===== src/sv/sds_pkg.sv =====
// Shared types and constants for the SCAN disk scheduler.
// No dependencies; used by sds_ram and scan_disk_schedule_unit.
package sds_pkg;

    localparam int CYL_W = 16;

    typedef logic [CYL_W-1:0] cyl_t;

    typedef enum logic [8:0] {
        ST_IDLE    = 9'b000000001,
        ST_INS_RD  = 9'b000000010,
        ST_INS_CMP = 9'b000000100,
        ST_SPL_RD  = 9'b000001000,
        ST_SPL_CMP = 9'b000010000,
        ST_LO_RD   = 9'b000100000,
        ST_LO_OUT  = 9'b001000000,
        ST_HI_RD   = 9'b010000000,
        ST_HI_OUT  = 9'b100000000
    } state_t;

endpackage


===== src/sv/sds_ram.sv =====
// Request store: one write port, one read port, registered read data.
// Depends on sds_pkg for the cylinder type.
module sds_ram #(
    parameter int DEPTH  = 16,
    parameter int ADDR_W = 4
) (
    input  logic              clk,
    input  logic              we,
    input  logic [ADDR_W-1:0] waddr,
    input  sds_pkg::cyl_t     wdata,
    input  logic              re,
    input  logic [ADDR_W-1:0] raddr,
    output sds_pkg::cyl_t     rdata
);

    sds_pkg::cyl_t mem [DEPTH];
    sds_pkg::cyl_t rdata_reg;

    always_ff @(posedge clk)
    begin
        if (we)
        begin
            mem[waddr] <= wdata;
        end
        if (re)
        begin
            rdata_reg <= mem[raddr];
        end
    end

    assign rdata = rdata_reg;

endmodule


===== src/sv/scan_disk_schedule_unit.sv =====
// SCAN (elevator toward cylinder zero) disk scheduler, top level.
// Depends on sds_pkg and sds_ram.
//
// Requests enter one per accepted item (start high while busy is low) and are
// insertion-sorted into the request store as they arrive. A read-compare-write
// loop shifts each stored entry larger than the request up one place; the
// request is then written above the first smaller or equal entry, or at the
// bottom of the store. Busy stays high for the whole loop. The item marked
// batch_end then starts a split scan that counts the requests at or below
// head_position. After that come count+1 results, the last flagged by
// order_end. The zero end follows the last lower result in the very next
// cycle. Results appear on service_cylinder for one cycle with result_valid
// high; the receiver cannot stall them. Requests beyond MAX_REQUESTS are
// dropped, but their batch_end still closes the batch. head_position is
// written through cfg_valid/cfg_data (cfg_ready is always high); the user
// must write it only while busy is low, as the block does not enforce this.
// No clearing pass after reset.
module scan_disk_schedule_unit #(
    parameter int MAX_REQUESTS = 16
) (
    input  logic                 clk,
    input  logic                 rst_n,
    input  logic                 start,
    output logic                 busy,
    input  logic [15:0]          request_cylinder,
    input  logic                 batch_end,
    input  logic                 cfg_valid,
    output logic                 cfg_ready,
    input  logic [15:0]          cfg_data,
    output logic                 result_valid,
    output logic [15:0]          service_cylinder,
    output logic                 order_end
);

    localparam int CNT_W  = $clog2(MAX_REQUESTS + 1);
    localparam int ADDR_W = (MAX_REQUESTS > 1) ? $clog2(MAX_REQUESTS) : 1;
    localparam logic [CNT_W-1:0] FULL = CNT_W'(MAX_REQUESTS);
    localparam logic [CNT_W-1:0] ONE  = CNT_W'(1);

    sds_pkg::state_t state_reg, state_next;
    logic [CNT_W-1:0] count_reg, count_next;
    logic [CNT_W-1:0] pos_reg, pos_next;
    logic [CNT_W-1:0] split_reg, split_next;
    logic             last_reg, last_next;
    sds_pkg::cyl_t    key_reg, key_next;
    sds_pkg::cyl_t    head_reg;
    logic             result_valid_reg, result_valid_next;
    logic             order_end_reg, order_end_next;
    sds_pkg::cyl_t    service_reg, service_next;

    logic              mem_we;
    logic [ADDR_W-1:0] mem_waddr;
    sds_pkg::cyl_t     mem_wdata;
    logic              mem_re;
    logic [ADDR_W-1:0] mem_raddr;
    sds_pkg::cyl_t     rd_data;
    logic [CNT_W-1:0]  pos_dec;
    logic [CNT_W-1:0]  pos_inc;

    assign pos_dec = pos_reg - ONE;
    assign pos_inc = pos_reg + ONE;

    sds_ram #(
        .DEPTH  (MAX_REQUESTS),
        .ADDR_W (ADDR_W)
    ) u_store (
        .clk   (clk),
        .we    (mem_we),
        .waddr (mem_waddr),
        .wdata (mem_wdata),
        .re    (mem_re),
        .raddr (mem_raddr),
        .rdata (rd_data)
    );

    always_comb
    begin
        state_next        = state_reg;
        count_next        = count_reg;
        pos_next          = pos_reg;
        split_next        = split_reg;
        last_next         = last_reg;
        key_next          = key_reg;
        result_valid_next = 1'b0;
        order_end_next    = 1'b0;
        service_next      = service_reg;
        mem_we            = 1'b0;
        mem_waddr         = '0;
        mem_wdata         = '0;
        mem_re            = 1'b0;
        mem_raddr         = '0;

        unique case (state_reg)
            sds_pkg::ST_IDLE:
            begin
                if (start)
                begin
                    last_next = batch_end;
                    if (count_reg != FULL)
                    begin
                        key_next   = request_cylinder;
                        pos_next   = count_reg;
                        state_next = sds_pkg::ST_INS_RD;
                    end
                    else if (batch_end)
                    begin
                        split_next = '0;
                        state_next = sds_pkg::ST_SPL_RD;
                    end
                end
            end
            sds_pkg::ST_INS_RD:
            begin
                if (pos_reg == '0)
                begin
                    mem_we     = 1'b1;
                    mem_waddr  = '0;
                    mem_wdata  = key_reg;
                    count_next = count_reg + ONE;
                    split_next = '0;
                    state_next = last_reg ? sds_pkg::ST_SPL_RD : sds_pkg::ST_IDLE;
                end
                else
                begin
                    mem_re     = 1'b1;
                    mem_raddr  = pos_dec[ADDR_W-1:0];
                    state_next = sds_pkg::ST_INS_CMP;
                end
            end
            sds_pkg::ST_INS_CMP:
            begin
                mem_we    = 1'b1;
                mem_waddr = pos_reg[ADDR_W-1:0];
                if (rd_data > key_reg)
                begin
                    mem_wdata  = rd_data;
                    pos_next   = pos_dec;
                    state_next = sds_pkg::ST_INS_RD;
                end
                else
                begin
                    mem_wdata  = key_reg;
                    count_next = count_reg + ONE;
                    split_next = '0;
                    state_next = last_reg ? sds_pkg::ST_SPL_RD : sds_pkg::ST_IDLE;
                end
            end
            sds_pkg::ST_SPL_RD:
            begin
                if (split_reg == count_reg)
                begin
                    pos_next   = split_reg;
                    state_next = sds_pkg::ST_LO_RD;
                end
                else
                begin
                    mem_re     = 1'b1;
                    mem_raddr  = split_reg[ADDR_W-1:0];
                    state_next = sds_pkg::ST_SPL_CMP;
                end
            end
            sds_pkg::ST_SPL_CMP:
            begin
                if (rd_data <= head_reg)
                begin
                    split_next = split_reg + ONE;
                    state_next = sds_pkg::ST_SPL_RD;
                end
                else
                begin
                    pos_next   = split_reg;
                    state_next = sds_pkg::ST_LO_RD;
                end
            end
            sds_pkg::ST_LO_RD:
            begin
                if (pos_reg == '0)
                begin
                    result_valid_next = 1'b1;
                    service_next      = '0;
                    order_end_next    = (split_reg == count_reg);
                    pos_next          = split_reg;
                    state_next        = sds_pkg::ST_HI_RD;
                end
                else
                begin
                    mem_re     = 1'b1;
                    mem_raddr  = pos_dec[ADDR_W-1:0];
                    state_next = sds_pkg::ST_LO_OUT;
                end
            end
            sds_pkg::ST_LO_OUT:
            begin
                result_valid_next = 1'b1;
                service_next      = rd_data;
                pos_next          = pos_dec;
                state_next        = sds_pkg::ST_LO_RD;
            end
            sds_pkg::ST_HI_RD:
            begin
                if (pos_reg == count_reg)
                begin
                    count_next = '0;
                    split_next = '0;
                    state_next = sds_pkg::ST_IDLE;
                end
                else
                begin
                    mem_re     = 1'b1;
                    mem_raddr  = pos_reg[ADDR_W-1:0];
                    state_next = sds_pkg::ST_HI_OUT;
                end
            end
            sds_pkg::ST_HI_OUT:
            begin
                result_valid_next = 1'b1;
                service_next      = rd_data;
                order_end_next    = (pos_inc == count_reg);
                pos_next          = pos_inc;
                state_next        = sds_pkg::ST_HI_RD;
            end
            default:
            begin
                state_next = sds_pkg::ST_IDLE;
            end
        endcase
    end

    always_ff @(posedge clk or negedge rst_n)
    begin
        if (!rst_n)
        begin
            state_reg        <= sds_pkg::ST_IDLE;
            count_reg        <= '0;
            pos_reg          <= '0;
            split_reg        <= '0;
            last_reg         <= 1'b0;
            head_reg         <= '0;
            result_valid_reg <= 1'b0;
            order_end_reg    <= 1'b0;
        end
        else
        begin
            state_reg        <= state_next;
            count_reg        <= count_next;
            pos_reg          <= pos_next;
            split_reg        <= split_next;
            last_reg         <= last_next;
            result_valid_reg <= result_valid_next;
            order_end_reg    <= order_end_next;
            if (cfg_valid && cfg_ready)
            begin
                head_reg <= cfg_data;
            end
        end
    end

    always_ff @(posedge clk)
    begin
        key_reg     <= key_next;
        service_reg <= service_next;
    end

    assign busy             = (state_reg != sds_pkg::ST_IDLE);
    assign cfg_ready        = 1'b1;
    assign result_valid     = result_valid_reg;
    assign service_cylinder = service_reg;
    assign order_end        = order_end_reg;

    a_result_while_busy: assert property (@(posedge clk) disable iff (!rst_n)
        result_valid |-> busy)
        else $error("result emitted while idle");

    a_end_has_valid: assert property (@(posedge clk) disable iff (!rst_n)
        order_end |-> result_valid)
        else $error("order_end without result_valid");

    a_count_bound: assert property (@(posedge clk) disable iff (!rst_n)
        count_reg <= FULL)
        else $error("request count above capacity");

    a_full_drop: assert property (@(posedge clk) disable iff (!rst_n)
        (start && !busy && count_reg == FULL && !batch_end) |=> (count_reg == FULL && !busy))
        else $error("request accepted into a full store");

    a_split_bound: assert property (@(posedge clk) disable iff (!rst_n)
        split_reg <= count_reg)
        else $error("split point beyond stored requests");

    a_last_clears: assert property (@(posedge clk) disable iff (!rst_n)
        (result_valid && order_end) |=> !result_valid)
        else $error("result after the end of the service order");

endmodule

===== config.mk =====
export PLATFORM = sky130hd
export DESIGN_NAME = scan_disk_schedule_unit
export DESIGN_NICKNAME = d
export VERILOG_FILES = /design/src/sv/sds_pkg.sv /design/src/sv/sds_ram.sv /design/src/sv/scan_disk_schedule_unit.sv
export SDC_FILE = /design/constraint.sdc
export NUM_CORES = 1
export LEC_CHECK = 0
export BUFFER_PORTS_ARGS = -buffer_cell sky130_fd_sc_hd__buf_2
export CORE_UTILIZATION = 45
export DETAILED_ROUTE_END_ITERATION = 6
export SYNTH_ARGS = -nofsm -noshare
export SYNTH_HDL_FRONTEND = slang
export SYNTH_SLANG_ARGS = --single-unit

===== constraint.sdc =====
create_clock -name clk -period 3.7 [get_ports clk]
set_input_delay 0.185 -clock clk [delete_from_list [all_inputs] [get_ports clk]]
set_output_delay 0.185 -clock clk [all_outputs]
set_load 0.005 [all_outputs]

==> reports/metrics.yaml <==
detail-route-antenna-nets: 0
cts_tree: "yes"
drc: 0
endpoint_kind: "flip-flop"
grt_first_pass_wirelength_um: 55500
rsz0062_at_grt: "no"
place_area_sq_um: 16500
clock-root-buffer: "clkbuf_16"
post-route-min-period_ns: 3.45
total_power_w: 0.0109
startpoint: "state_reg[2]"
yosysUniqueCellTypes: 78
wirelength_um: 36400
required_ns: 3.92
path_class: "flip-flop to flip-flop"
first_pass_iters: 5
via_count: 9198
synthTopCellsByArea: "edfxtp_1, dfrtp_1, mux4_2, mux2i_1, ha_1"
synth_top_area_share_pct: 60.1
yosys_most_used_dff: "edfxtp_1"
gp_congestion: 0.840
setup_viol: 0
grt_max_degree: 44
syn_to_final_growth_pct: 18.7
hold_viol: 0
critPathCapture: "u_store.rdata[4]"
die_h_um: 186
fmax_ghz: 0.290
start_util_pct: 46.2
core_sq_um: 32900
synthesis.area_sq_um: 15200
dp.cells: 1523
async_flop_share_pct: 12.4
grt_pass1_vias: 9258
worstMarginPinSlew_ns: 1.03
numPortBuffers: 55
setup-tns-final_ns: 0
synth.avg_cell_area_sq_um: 15.1
dp_hpwl_um: 23900
cp.arrival_ns: 3.67
rr_endpoint: "u_store.rdata[4]"
cp-start-kind: "flip-flop"
cts.sink_count: 347
worst-r2r-setup-slack_ns: 0.25
num_antenna_cells: 0
max_cap_viol_count: 0
synth-edff-count: 304
die-area_sq_um: 34500
viasPerCell: 5.65
clkLatencyLatePin_ns: 0.54
finalNonFillerCells: 1627
antenna_found_initial: 0
timing.rr.start: "state_reg[2]"
status: "finished clean"
htree_levels: 2
die_w_um: 186
slew_viol_final: 0
cts_setup_buffers: 0
ff2ff_path_depth: 9
synthCells: 1004
ios: 57
leakage_nw: 6.67
drive_gt1_share_pct: 22.4
largest_reg_flops: 256
grt_overflow_total: 0
powerDensity_nw_per_um2: 603
ys_warn_count: 0
clock_path_buffers: 3
fp-row-count: 66
yosysTopAreaCell: "edfxtp_1"
syn_nets: 1079
routedWlPerCell_um: 22.4
fin_nets: 1230
seq_area_frac_synth_pct: 67.2
timing.slew.headroom_pct: 31.3
drt_iter0_drc: 695
finalCritPeriodShare_pct: 93.2
path_max_fanout: 23
ir_worst_vdd_mv: 0.293
track_usage_pct: 21.9
skew_ns: 0.0202
numCtsBuffers: 38
clk_pin_slew_worst_paths_ns: 0.06
regMostFlops: "u_store.mem"
postLayoutCellArea_sq_um: 18000
ys_seq_elements: 347
hold_path.class: "input port to flip-flop"
-- repair_timing --
item	4_1_cts	5_1_grt
resized for setup	0	1
setup endpoints to repair	0	14
hold endpoints to repair	75	0
hold buffers	34	0
-- report_power, final --
group          switching [W]  leakage [nW]  internal (W)  total, W
Clock                0.00150         0.596       0.00217   0.00367
Sequential          0.000186          3.33       0.00457   0.00475
Combinational        0.00146          2.75      0.000985   0.00244
Total                0.00315          6.67       0.00773    0.0109
-- critical path, cell delays in order, from the launching register on --
cell,delay (ns)
dfrtp_1,0.44
nor3_4,0.38
nand4b_1,0.43
a211oi_1,0.56
a221o_1,0.24
buf_12,0.20
mux2i_1,0.22
mux2i_1,0.10
o221ai_1,0.32
nand3_1,0.23
-- metal layers --
| layer | global-route usage [%] | share of wire, % |
|---|---|---|
| met3 | 3.46 | 6.0 |
| met4 | 5.90 | 2.0 |
| met5 | 0 | 0 |
| met1 | 30.0 | 44 |
| met2 | 36.2 | 48 |
-- synth_stat cells (7+ instances only) --
cell type  instances
edfxtp_1         304
nand2_1           73
mux2i_1           53
o21ai_0           44
dfrtp_1           42
nand3_1           42
inv_1             40
ha_1              38
mux4_2            36
a21oi_1           32
nor2_1            31
nor3_1            22
clkbuf_1          20
and2_1            19
mux2_2            17
a22oi_1           13
buf_2             12
xor2_1            11
nand4_1            9
buf_4              8
a221o_1            7
a31oi_1            7
o221ai_1           7
o22a_1             7
-- kinds of logic (layout without fill, tap and decap cells) --
logic type                 after synthesis  after routing  synth area share, %
other                                    1              1               0.0247
xor gates and xnor gates                17             17                0.980
DFF                                    347            347                 67.2
adders and majority gates               38             38                 3.13
AOI/OAI and AO/OA                      160            160                 7.06
and+or+nand+nor                        248            248                 8.89
muxes                                  106            106                 10.1
buffers and inverters                   87            268                 2.61
-- cell type report --
cell class                 count  area, sq um
multi-input combinational    570         4650
inverter                      40          150
sequential                   347        10200
tap                          442          553
clock buffer                  47         1020
clock inverter                23          203
timing repair buffer         158         1250
fill                        2703        14800
-- cell usage in the layout (no fill, tap or decap), types with 4 or more instances in the layout --
cell	instances
nand2_1	73
a21o_1	6
a31oi_1	7
and2_1	19
clkinv_2	6
xnor2_1	6
nand3_1	42
nor3_1	17
mux4_2	36
nor2b_1	6
a21oi_1	31
clkinv_1	10
mux2_2	17
o211ai_1	4
nand4_1	9
o221ai_1	7
nor2_1	31
nor3_2	5
buf_4	60
mux2i_1	53
clkbuf_16	39
o21ai_0	43
o22a_1	7
buf_12	9
dfrtp_1	42
a221oi_1	5
dlygate4sd3_1	34
edfxtp_1	304
nor4_1	4
or3_1	5
inv_1	40
xor2_1	11
ha_1	38
a221o_1	6
buf_2	55
a22oi_1	13
clkbuf_1	7
-- how the worst min path moves through the flow --
stage                   endpoint  depth (start not counted)            startpoint  slack, ns
floorplan           count_reg[0]                          0                 rst_n      -0.11
global placement      key_reg[4]                          1   request_cylinder[4]       0.36
detailed placement   key_reg[11]                          1  request_cylinder[11]       0.36
CTS                     last_reg                          3                 start       0.05
global route            last_reg                          3                 start       0.09
finish                  last_reg                          3                 start       0.08
-- metrics by stage --
| stage | util [%] | worst slack, ns | hold slack, ns |
|---|---|---|---|
| floorplan | - | 0.0749 | -0.111 |
| global placement | 50.1 | 0.0122 | 0.363 |
| detailed placement | 50.1 | 0.132 | 0.364 |
| CTS | 54.8 | 0.107 | 0.0547 |
| global route | 54.8 | 0.0560 | 0.0859 |
| finish | 54.8 | 0.250 | 0.0835 |
Note: power is estimated with default switching activity, not from simulation.
